--- src/hw/rtl/assert_macros.svh ---
// ----------------------------------------------------------------------------
// Assertion macros
// Shared concurrent assertion forms for the frame receiver RTL.
// ----------------------------------------------------------------------------
`ifndef ASSERT_MACROS_SVH
`define ASSERT_MACROS_SVH

// The condition holds at every clock edge outside reset.
`define ASSERT_ALWAYS(label, clk, rst_n, cond) \
  label: assert property (@(posedge clk) disable iff (!rst_n) (cond)) \
    else $error("assertion failed");

// The consequent holds in the same cycle as the antecedent.
`define ASSERT_IMPLIES(label, clk, rst_n, ante, cons) \
  label: assert property (@(posedge clk) disable iff (!rst_n) (ante) |-> (cons)) \
    else $error("assertion failed");

// The consequent holds in the cycle after the antecedent.
`define ASSERT_NEXT(label, clk, rst_n, ante, cons) \
  label: assert property (@(posedge clk) disable iff (!rst_n) (ante) |=> (cons)) \
    else $error("assertion failed");

`endif

--- src/hw/rtl/ccfr_pkg.sv ---
// ----------------------------------------------------------------------------
// Frame receiver package
// Types, constants and the CRC step shared by the frame receiver modules.
// ----------------------------------------------------------------------------
package ccfr_pkg;

  localparam int unsigned HdrLen = 6;
  localparam logic [15:0] CrcInit = 16'hFFFF;
  localparam logic [15:0] CrcPoly = 16'h1021;
  localparam logic [7:0]  CodeFull = 8'hFF;
  localparam logic [7:0]  VersionReset = 8'd1;
  localparam int unsigned RawOverhead = 8;

  typedef enum logic [3:0] {
    ST_OK        = 4'd0,
    ST_OVERFLOW  = 4'd1,
    ST_TRUNCATED = 4'd2,
    ST_RAW_OVF   = 4'd3,
    ST_SHORT     = 4'd4,
    ST_PLEN_LONG = 4'd5,
    ST_LENGTH    = 4'd6,
    ST_CRC       = 4'd7,
    ST_SEQ_ZERO  = 4'd8,
    ST_VERSION   = 4'd9
  } ccfr_status_e;

  typedef struct packed {
    logic         kind;
    logic [15:0]  pay_len;
    logic [15:0]  sequence_num;
    logic [7:0]   command;
    logic [7:0]   version;
    ccfr_status_e status;
    logic [8:0]   byte_index;
    logic [7:0]   data_byte;
  } ccfr_result_t;

  function automatic logic [15:0] crc16_step(input logic [15:0] crc_in,
                                             input logic [7:0]  data);
    logic [15:0] c;
    c = crc_in ^ {data, 8'h00};
    for (int k = 0; k < 8; k++) begin
      c = c[15] ? ({c[14:0], 1'b0} ^ CrcPoly) : {c[14:0], 1'b0};
    end
    return c;
  endfunction

endpackage

--- src/hw/rtl/cobs_crc_frame_receiver.sv ---
// ----------------------------------------------------------------------------
// COBS frame receiver with CRC-16 check
// Top level: byte stream in, decoded bytes and end-of-frame verdicts out.
// ----------------------------------------------------------------------------
// The result of each accepted byte, if any, is ready in the next cycle,
// so a byte can be accepted on every clock while the output
// side keeps up. A two-entry result queue sits between the decoder and the
// output port; the input stalls only when both entries hold results that
// have not been taken. Decoded bytes carry kind 0 on tuser; a verdict with
// kind 1 follows each non-empty frame, and its status must be zero for the
// preceding bytes of that frame to be kept. The expected version register
// resets to one and should be written only while the receiver is idle.

module cobs_crc_frame_receiver #(
  parameter int unsigned MAX_ENCODED_LEN = 260,
  parameter int unsigned MAX_RAW_LEN     = 256,
  parameter int unsigned MAX_PAYLOAD_LEN = 248
) (
  input  logic        clk_i,
  input  logic        rst_ni,
  input  logic        cfg_we_i,
  input  logic [7:0]  cfg_wdata_i,
  input  logic        s_axis_tvalid,
  output logic        s_axis_tready,
  // rx_byte
  input  logic [7:0]  s_axis_tdata,
  output logic        m_axis_tvalid,
  input  logic        m_axis_tready,
  // data_byte, byte_index, status, frame_version, frame_command,
  // frame_sequence, frame payload length, zero fill
  output logic [71:0] m_axis_tdata,
  // kind
  output logic        m_axis_tuser
);
  import ccfr_pkg::*;

  logic         accept;
  logic         res_valid;
  ccfr_result_t res;
  ccfr_result_t out_res;

  assign accept = s_axis_tvalid && s_axis_tready;

  ccfr_core #(
    .MAX_ENCODED_LEN(MAX_ENCODED_LEN),
    .MAX_RAW_LEN    (MAX_RAW_LEN),
    .MAX_PAYLOAD_LEN(MAX_PAYLOAD_LEN)
  ) u_core (
    .clk_i      (clk_i),
    .rst_ni     (rst_ni),
    .cfg_we_i   (cfg_we_i),
    .cfg_wdata_i(cfg_wdata_i),
    .accept_i   (accept),
    .rx_byte_i  (s_axis_tdata),
    .res_valid_o(res_valid),
    .res_o      (res)
  );

  ccfr_out_buf u_out_buf (
    .clk_i      (clk_i),
    .rst_ni     (rst_ni),
    .push_i     (res_valid),
    .push_data_i(res),
    .space_o    (s_axis_tready),
    .valid_o    (m_axis_tvalid),
    .ready_i    (m_axis_tready),
    .data_o     (out_res)
  );

  assign m_axis_tuser = out_res.kind;
  assign m_axis_tdata = {3'b000, out_res.pay_len, out_res.sequence_num,
                         out_res.command, out_res.version, 4'(out_res.status),
                         out_res.byte_index, out_res.data_byte};

endmodule

--- src/hw/rtl/ccfr_core.sv ---
// ----------------------------------------------------------------------------
// Frame receiver core
// COBS decoding, CRC accumulation, header capture and end-of-frame verdict.
// ----------------------------------------------------------------------------
`include "assert_macros.svh"

module ccfr_core #(
  parameter int unsigned MAX_ENCODED_LEN = 260,
  parameter int unsigned MAX_RAW_LEN     = 256,
  parameter int unsigned MAX_PAYLOAD_LEN = 248
) (
  input  logic                  clk_i,
  input  logic                  rst_ni,
  input  logic                  cfg_we_i,
  input  logic [7:0]            cfg_wdata_i,
  input  logic                  accept_i,
  input  logic [7:0]            rx_byte_i,
  output logic                  res_valid_o,
  output ccfr_pkg::ccfr_result_t res_o
);
  import ccfr_pkg::*;

  logic [7:0]   exp_version_q;
  logic [8:0]   enc_cnt_q, enc_cnt_d;
  logic         ovf_q, ovf_d;
  logic         dec_err_q, dec_err_d;
  logic [7:0]   grp_rem_q, grp_rem_d;
  logic         prev_full_q, prev_full_d;
  logic [8:0]   raw_cnt_q, raw_cnt_d;
  logic [15:0]  crc_q, crc_d;
  logic [7:0]   tail_q [2];
  logic [7:0]   tail_d [2];
  logic [7:0]   hdr_q [HdrLen];
  logic [7:0]   hdr_d [HdrLen];

  logic         take_en;
  logic [7:0]   take_val;
  logic [8:0]   raw_after;
  logic [15:0]  plen;
  logic [15:0]  seq;
  ccfr_status_e verdict;

  assign plen = {hdr_q[5], hdr_q[4]};
  assign seq  = {hdr_q[3], hdr_q[2]};

  always_comb begin
    if (ovf_q) begin
      verdict = ST_OVERFLOW;
    end else if (grp_rem_q != 8'd0) begin
      verdict = ST_TRUNCATED;
    end else if (dec_err_q) begin
      verdict = ST_RAW_OVF;
    end else if (raw_cnt_q < 9'(RawOverhead)) begin
      verdict = ST_SHORT;
    end else if (plen > 16'(MAX_PAYLOAD_LEN)) begin
      verdict = ST_PLEN_LONG;
    end else if ({8'd0, raw_cnt_q} != ({1'b0, plen} + 17'(RawOverhead))) begin
      verdict = ST_LENGTH;
    end else if (crc_q != {tail_q[1], tail_q[0]}) begin
      verdict = ST_CRC;
    end else if (seq == 16'd0) begin
      verdict = ST_SEQ_ZERO;
    end else if (hdr_q[0] != exp_version_q) begin
      verdict = ST_VERSION;
    end else begin
      verdict = ST_OK;
    end
  end

  always_comb begin
    enc_cnt_d   = enc_cnt_q;
    ovf_d       = ovf_q;
    dec_err_d   = dec_err_q;
    grp_rem_d   = grp_rem_q;
    prev_full_d = prev_full_q;
    raw_cnt_d   = raw_cnt_q;
    crc_d       = crc_q;
    tail_d      = tail_q;
    hdr_d       = hdr_q;
    take_en     = 1'b0;
    take_val    = 8'd0;
    raw_after   = raw_cnt_q;
    res_valid_o = 1'b0;
    res_o       = '0;

    if (accept_i) begin
      if (rx_byte_i == 8'd0) begin
        if (enc_cnt_q != 9'd0) begin
          res_valid_o          = 1'b1;
          res_o.kind           = 1'b1;
          res_o.byte_index     = raw_cnt_q;
          res_o.status         = verdict;
          res_o.version        = hdr_q[0];
          res_o.command        = hdr_q[1];
          res_o.sequence_num   = seq;
          res_o.pay_len        = plen;
        end
        enc_cnt_d   = 9'd0;
        ovf_d       = 1'b0;
        dec_err_d   = 1'b0;
        grp_rem_d   = 8'd0;
        prev_full_d = 1'b1;
        raw_cnt_d   = 9'd0;
        crc_d       = CrcInit;
        tail_d      = '{default: 8'd0};
        hdr_d       = '{default: 8'd0};
      end else if (!ovf_q) begin
        if (enc_cnt_q >= 9'(MAX_ENCODED_LEN)) begin
          ovf_d = 1'b1;
        end else begin
          enc_cnt_d = enc_cnt_q + 9'd1;
          if (grp_rem_q == 8'd0) begin
            if (!prev_full_q && !dec_err_q) begin
              if (raw_cnt_q >= 9'(MAX_RAW_LEN)) begin
                dec_err_d = 1'b1;
              end else begin
                take_en = 1'b1;
              end
            end
            raw_after = raw_cnt_q + {8'd0, take_en};
            if (!dec_err_d &&
                (({1'b0, raw_after} + {2'b00, rx_byte_i}) > 10'(MAX_RAW_LEN + 1))) begin
              dec_err_d = 1'b1;
            end
            grp_rem_d   = rx_byte_i - 8'd1;
            prev_full_d = (rx_byte_i == CodeFull);
          end else begin
            grp_rem_d = grp_rem_q - 8'd1;
            if (!dec_err_q) begin
              take_en  = 1'b1;
              take_val = rx_byte_i;
            end
          end
        end
      end
    end

    if (take_en) begin
      if (raw_cnt_q >= 9'd2) begin
        crc_d = crc16_step(crc_q, tail_q[0]);
      end
      tail_d[0] = tail_q[1];
      tail_d[1] = take_val;
      for (int i = 0; i < HdrLen; i++) begin
        if (raw_cnt_q == 9'(i)) begin
          hdr_d[i] = take_val;
        end
      end
      raw_cnt_d        = raw_cnt_q + 9'd1;
      res_valid_o      = 1'b1;
      res_o.data_byte  = take_val;
      res_o.byte_index = raw_cnt_q;
    end
  end

  always_ff @(posedge clk_i or negedge rst_ni) begin
    if (!rst_ni) begin
      exp_version_q <= VersionReset;
      enc_cnt_q     <= 9'd0;
      ovf_q         <= 1'b0;
      dec_err_q     <= 1'b0;
      grp_rem_q     <= 8'd0;
      prev_full_q   <= 1'b1;
      raw_cnt_q     <= 9'd0;
      crc_q         <= CrcInit;
      tail_q        <= '{default: 8'd0};
      hdr_q         <= '{default: 8'd0};
    end else begin
      if (cfg_we_i) begin
        exp_version_q <= cfg_wdata_i;
      end
      enc_cnt_q   <= enc_cnt_d;
      ovf_q       <= ovf_d;
      dec_err_q   <= dec_err_d;
      grp_rem_q   <= grp_rem_d;
      prev_full_q <= prev_full_d;
      raw_cnt_q   <= raw_cnt_d;
      crc_q       <= crc_d;
      tail_q      <= tail_d;
      hdr_q       <= hdr_d;
    end
  end

  `ASSERT_ALWAYS(a_raw_bound, clk_i, rst_ni, raw_cnt_q <= 9'(MAX_RAW_LEN))
  `ASSERT_IMPLIES(a_ovf_full, clk_i, rst_ni, ovf_q, enc_cnt_q == 9'(MAX_ENCODED_LEN))
  `ASSERT_NEXT(a_delim_clears, clk_i, rst_ni, accept_i && (rx_byte_i == 8'd0),
               (enc_cnt_q == 9'd0) && (raw_cnt_q == 9'd0) && !ovf_q)

endmodule

--- src/hw/rtl/ccfr_out_buf.sv ---
// ----------------------------------------------------------------------------
// Frame receiver output buffer
// Two-entry result queue that lets the input keep flowing while a result waits.
// ----------------------------------------------------------------------------
`include "assert_macros.svh"

module ccfr_out_buf (
  input  logic                  clk_i,
  input  logic                  rst_ni,
  input  logic                  push_i,
  input  ccfr_pkg::ccfr_result_t push_data_i,
  output logic                  space_o,
  output logic                  valid_o,
  input  logic                  ready_i,
  output ccfr_pkg::ccfr_result_t data_o
);
  import ccfr_pkg::*;

  ccfr_result_t slot_q [2];
  logic [1:0]   count_q;
  logic         wr_ptr_q;
  logic         rd_ptr_q;
  logic         pop;

  assign valid_o = (count_q != 2'd0);
  assign space_o = (count_q != 2'd2);
  assign data_o  = slot_q[rd_ptr_q];
  assign pop     = valid_o && ready_i;

  always_ff @(posedge clk_i) begin
    if (push_i) begin
      slot_q[wr_ptr_q] <= push_data_i;
    end
  end

  always_ff @(posedge clk_i or negedge rst_ni) begin
    if (!rst_ni) begin
      count_q  <= 2'd0;
      wr_ptr_q <= 1'b0;
      rd_ptr_q <= 1'b0;
    end else begin
      count_q <= count_q + {1'b0, push_i} - {1'b0, pop};
      if (push_i) begin
        wr_ptr_q <= !wr_ptr_q;
      end
      if (pop) begin
        rd_ptr_q <= !rd_ptr_q;
      end
    end
  end

  `ASSERT_ALWAYS(a_count_bound, clk_i, rst_ni, count_q != 2'd3)
  `ASSERT_IMPLIES(a_no_push_full, clk_i, rst_ni, push_i, count_q != 2'd2)
  `ASSERT_NEXT(a_pop_only, clk_i, rst_ni, pop && !push_i,
               count_q == ($past(count_q) - 2'd1))

endmodule
--- config.mk ---
export PLATFORM = sky130hd
export DESIGN_NAME = cobs_crc_frame_receiver
export DESIGN_NICKNAME = d
export VERILOG_FILES = /design/src/hw/rtl/ccfr_pkg.sv /design/src/hw/rtl/cobs_crc_frame_receiver.sv /design/src/hw/rtl/ccfr_core.sv /design/src/hw/rtl/ccfr_out_buf.sv
export VERILOG_INCLUDE_DIRS = /design/src /design/src/hw/rtl
export SDC_FILE = /design/constraint.sdc
export NUM_CORES = 1
export LEC_CHECK = 0
export ABC_AREA = 1
export BUFFER_PORTS_ARGS = -buffer_cell sky130_fd_sc_hd__buf_2
export CAP_MARGIN = 40
export CORE_MARGIN = 4
export CORE_UTILIZATION = 55
export CTS_CLUSTER_DIAMETER = 60
export DETAILED_ROUTE_END_ITERATION = 8
export PLACE_DENSITY = 0.74
export SYNTH_ARGS = -nofsm -noshare
export SYNTH_HDL_FRONTEND = slang
export SYNTH_SLANG_ARGS = --single-unit
--- constraint.sdc ---
create_clock -name clk_i -period 10.38 [get_ports clk_i]
set_clock_uncertainty 0.2 [all_clocks]
set_input_delay 1.557 -clock clk_i [delete_from_list [all_inputs] [get_ports clk_i]]
set_output_delay 1.557 -clock clk_i [all_outputs]
set_load 0.1 [all_outputs]
======== Word-level counts from Yosys, hierarchy flattened ========
Memory sizes are Yosys's and may differ from the RTL's.
Cells that the tools add are included.
cells by class
  bitwise logic cells ..................... 9
  reduce and logical (&&, ||, !) cells .... 22
  equal/unequal tests ..................... 12
  muxes and demuxes ....................... 91
  magnitude comparators ................... 6
  add/subtract/negate cells ............... 9
operators by type and width
  cell                                                  count
  2-to-1 mux 62 bit                                     3
  2-to-1 mux 48 bit                                     3
  2-to-1 mux 8 bit                                      16
  2-to-1 mux 16 bit                                     7
  2-to-1 mux 13 bit                                     8
  2-to-1 mux 9 bit                                      6
  2-to-1 mux 1 bit                                      38
  2-to-1 mux 4 bit                                      9
  inverter 3 bit                                        8
  adder 9 x 1 -> 9 bit (second input constant)          2
  == test 9 x 2 -> 1 bit (second input constant)        2
  == test 9 x 3 -> 1 bit (second input constant)        2
  >= comparator 9 bit (second input constant)           2
  adder 16 x 4 -> 17 bit (second input constant)        1
  2-to-1 mux 17 bit                                     1
  != test 9 x 17 -> 1 bit                               1
  > comparator 16 x 8 -> 1 bit (second input constant)  1
  logical NOT 16 bit                                    1
  logical NOT 8 bit                                     2
  != test 16 bit                                        1
  subtractor 8 x 1 -> 8 bit (second input constant)     2
  bitwise XOR 16 bit                                    1
  adder 9 x 8 -> 10 bit                                 1
  > comparator 10 x 9 -> 1 bit (second input constant)  1
  19 further kinds                                      30
storage, ports and cells
  flip-flop bits (word level) ............. 121
  memories ................................ 1
  output and inout bits ................... 75
  RAM bits ................................ 140
  input port bits ......................... 21
memories
  memory            words  width  read ports  clocked after memory_dff  wr ports  line                RTL
  u_out_buf.slot_q  2      70     1           0                         1         ccfr_out_buf.sv:19  ccfr_result_t slot_q [2];

======== Logic depth before layout (Yosys ltp) ========
  word-level depth ........................ 19
  gate-level depth with buffers ........... 20
  mapped depth without buffers ............ 19

======== Hierarchy ========
A second synthesis with hierarchy kept.
second synthesis, totals
  cells, all modules ...................... 1388
  area total of the unflattened synthesis .. 12670.9 um^2
by module, submodules not included
  module                   cells each  area an instance (um^2)  instances  sequential area each (um^2)
  ccfr_core                987         7293.2                   1          2950.3
  ccfr_out_buf             395         5343.9                   1          4304.1
  cobs_crc_frame_receiver  6           33.8                     1          0.0

======== Least setup slack after synthesis ========
Ideal clock, no wire load.
  path type ............................... input -> register
  start point ............................. in s_axis_tdata[1]
  end point ............................... mem u_out_buf.slot_q[0][0] (netlist bit) (enable)
  path slack .............................. 4.111 ns
  setup time .............................. 0.498 ns
  stages on the path ...................... 8
  data arrival time ....................... 5.571 ns
  buffers on the path ..................... 1
  cell sequence ........................... nor4_1 inv_1 nor2_8 nand3_1 inv_1 nor2_1 buf_2 nor2_1
on the way
  word-level cells in the longest chain between the ends .. 6
  elaborated cells between the ends (all ways) .. 8
  those cells by class .................... mux: 7; reduce/logical: 1
RTL lines
  item                                      line                           RTL
  from (decl)                               cobs_crc_frame_receiver.sv:26  input logic [7:0] s_axis_tdata,
  logical NOT 8 bit *                       ccfr_core.sv:87                if (rx_byte_i == 8'd0) begin
  2-to-1 mux 1 bit                          ccfr_core.sv:87
  2-to-1 mux 1 bit                          ccfr_core.sv:86                if (accept_i) begin
  2-to-1 mux 1 bit *                        ccfr_core.sv:138               if (take_en) begin
  2-to-1 mux 1 bit *                        ccfr_out_buf.sv:31             if (push_i) begin
  2-to-1 mux 1 bit (not written as such) *  ccfr_out_buf.sv:32             slot_q[wr_ptr_q] <= push_data_i;
  to (decl)                                 ccfr_out_buf.sv:19
Every way passes the cells marked *; elsewhere a longest branch is shown, timed or not.

======== Final worst setup path ========
  start point ............................. reg u_out_buf.rd_ptr_q
  end point ............................... out m_axis_tdata[20]
on the way
  word-level cells in the longest chain between the ends .. 1
RTL lines
  item                    line                           RTL
  from (decl)             ccfr_out_buf.sv:22             logic rd_ptr_q;
  from (signal assigned)  ccfr_out_buf.sv:47             rd_ptr_q <= !rd_ptr_q;
  memory (2 x 70 bit)     -
  to (decl)               cobs_crc_frame_receiver.sv:31  output logic [71:0] m_axis_tdata,
Every way passes these cells.

==> results.cfg <==
[grt]
overflow = 0
grt_pass1_wl_mm = 46.4
track_usage_pct = 22.1
grt_antenna_before_repair = 0
grt_max_degree = 71
first_global_vias = 9008

[cts]
numCtsBuffers = 28
clock_sinks = 261
cts_max_level = 1
cts_tree = yes
hold_buffers = 0
cts_repair_resize_count = 0
root_buffer = clkbuf_16
clk_pin_slew_ns = 0.06
postCtsSetupRepairBufs = 0
cts_buffer_depth = 3
insertion_delay_ns = 0.53

[timing]
tns_ns = 0
rsz0062_at_grt = no
slew_violations = 0
hold_viol = 0
setup_violations = 0
tightest_slew_ns = 0.866
timing.final.crit_period_ns = 4.32
period_share_pct = 41.6
slew_headroom_pct = 42.3
max_clock_freq_mhz = 232

[critical_path]
end_kind = output port
cp.required_ns = 8.62
reg2reg_depth = 17
start_kind = flip-flop
cp_data_arrival_time_ns = 2.56
critical_path_class = reg2out
crit_path_max_fanout = 37

[run_status]
status = finished, final reports clean

[cells_and_area]
fillers = 1836
area_delta_synth_final_pct = 13.3
layout-drive-gt1-share_pct = 14.1
nets = 1479
antenna_cells = 0
mostFrequentLayoutCell = nand2_1
layout_common_cells = nand2_1, inv_1, edfxtp_1

[yosys]
synth-edff-count = 140
synth.cell_area_um2 = 12600
syn_avg_cell_area_um2 = 9.34
synth_seq_area_share_pct = 57.6
yosys_warnings = 0
synthFlopType = edfxtp_1
synthCells = 1349
ys_types = 46
synth-async-reset-ratio_pct = 46.4
ys_ff_latch = 261

[power]
power.switching_mw = 2.25
peakVddDrop_mv = 0.214
total_power_mw = 4.58
p_comb_share_pct = 47.9
p_seq_share_pct = 30.0
p_int_mw = 2.34
power_frac_clock_pct = 22.1
powerDensity_nw_per_um2 = 321
p_leak_nw = 6.20
p_sw_share_pct = 49.0

[floorplanning]
fp.dieW_um = 159
row_count = 55
coreArea_um2 = 22600
io_pins = 96
die_area_um2 = 25400
start_util_pct = 55.8
fp.dieH_um = 159

[min_path]
min_path_type = reg2reg
hold_path_depth = 2

[placement]
dpl.hpwl_mm = 19.0
io_buffers = 92
place_congestion = 0.913

[routing]
routed_wirelength_mm = 28.5
vias_per_cell = 5.42
wl_per_cell_um = 16.4
first_iter_violations = 633
via_count = 9444
first_pass_iters = 5
drc = 0
final_antenna_net_count = 0

[job]
drv_cap = 0
[cell usage after synthesis, types with 4 or more instances]
master    instances  area, um^2
nand2_1         368        1380
inv_1           153         574
edfxtp_1        140        4200
nor2_1          115         432
dfrtp_1         103        2580
nand3_1          88         440
o21ai_0          52         260
xnor2_1          38         333
o21ai_1          37         185
xor2_1           30         263
clkbuf_1         26        97.6
a21oi_1          25         125
o22ai_1          22         138
ha_1             21         263
nand4_1          21         131
dfstp_2          18         473
nor3_1           17        85.1
buf_4             8        60.1
buf_2             6        30.0
inv_2             5        18.8
nand2_2           5        31.3
buf_1             4        15.0
nand2_4           4        45.0
[worst max-delay path: stages (launching register included)]
cell and delay [ns]:
dfrtp_2 0.40, inv_2 0.49, buf_4 0.47, nand2_1 0.09, nand2_1 0.12, buf_2 0.44
[logic make-up (layout without fill, tap and decap cells)]
group | count (synthesis) | in the layout | synth area share, %
and+or+nand+nor | 639 | 639 | 22.0
DFF | 261 | 261 | 57.6
AOI/OAI and AO/OA | 150 | 150 | 6.61
other | 1 | 3 | 0.0298
buffers and inverters | 206 | 313 | 6.61
xor gates and xnor gates | 68 | 68 | 4.73
adders and majority gates | 22 | 22 | 2.24
muxes | 2 | 2 | 0.159
[cell type report]
cell class	count	area (um^2)	area share [%]
clock buffer	42	840	5.88
inverter	160	608	4.26
tap	285	357	2.50
timing repair buffer	101	563	3.94
sequential	261	7260	50.8
multi-input combinational	884	4540	31.8
clock inverter	10	114	0.798
[per-stage QoR]
step / hold slack [ns] / utilization, % / setup WS [ns] / instances / area, um^2
3_3_place_gp: 0.284 / 58.8 / 5.27 / 1689 / 13300
2_1_floorplan: 0.268 / - / 4.11 / 1351 / 12600
5_1_grt: 0.319 / 63.2 / 5.87 / 1743 / 14300
4_1_cts: 0.305 / 63.2 / 6.00 / 1743 / 14300
6_report: 0.304 / 63.2 / 6.06 / 1743 / 14300
3_5_place_dp: 0.296 / 59.0 / 5.62 / 1691 / 13300
[routing by layer]
layer  global-route usage [%]  up-vias  part of all wire [%]
li1                         -     4572                     -
met1                     30.2     4563                    43
met2                     37.8      267                    49
met3                     3.47       42                   5.4
met4                     5.21        0                   1.8
met5                        0        -                     0
[power by group through the flow]
| stage | Clock, mW | Combinational [mW] | Sequential [mW] |
|---|---|---|---|
| 2_1_floorplan | 0 | 1.85 | 1.35 |
| 3_3_place_gp | 0 | 2.17 | 1.39 |
| 3_5_place_dp | 0 | 2.20 | 1.39 |
| 4_1_cts | 1.03 | 2.21 | 1.37 |
| 5_1_grt | 1.08 | 2.34 | 1.39 |
| 6_report | 1.01 | 2.20 | 1.37 |
[state kept, by name (all words and copies together) (netlist names)]
register	flops
u_core.crc_q	16
u_core.dec_err_q	1
u_core.enc_cnt_q	9
u_core.exp_version_q	8
u_core.grp_rem_q	8
u_core.hdr_q	48
u_core.ovf_q	1
u_core.prev_full_q	1
u_core.raw_cnt_q	9
u_core.tail_q	16
u_out_buf.count_q	2
u_out_buf.rd_ptr_q	1
u_out_buf.slot_q	140
u_out_buf.wr_ptr_q	1
[path summary, 6_finish.rpt]
kind                            slack, ns                       startpoint                                  end
worst max-delay path                 6.06   u_out_buf.rd_ptr_q$_DFFE_PN0P_                     m_axis_tdata[20]
worst min-delay path                 0.30   u_core.prev_full_q$_DFFE_PN1P_       u_core.prev_full_q$_DFFE_PN1P_
worst max register to register       6.90  u_core.raw_cnt_q[8]$_DFFE_PN0P_         u_core.dec_err_q$_DFFE_PN0P_
worst min register to register       0.30   u_core.prev_full_q$_DFFE_PN1P_       u_core.prev_full_q$_DFFE_PN1P_
max in group asynchronous            7.66                           rst_ni       u_out_buf.rd_ptr_q$_DFFE_PN0P_
min in group asynchronous            0.91                           rst_ni  u_core.exp_version_q[1]$_DFFE_PN0P_
Power figures use the tool's default switching activity.
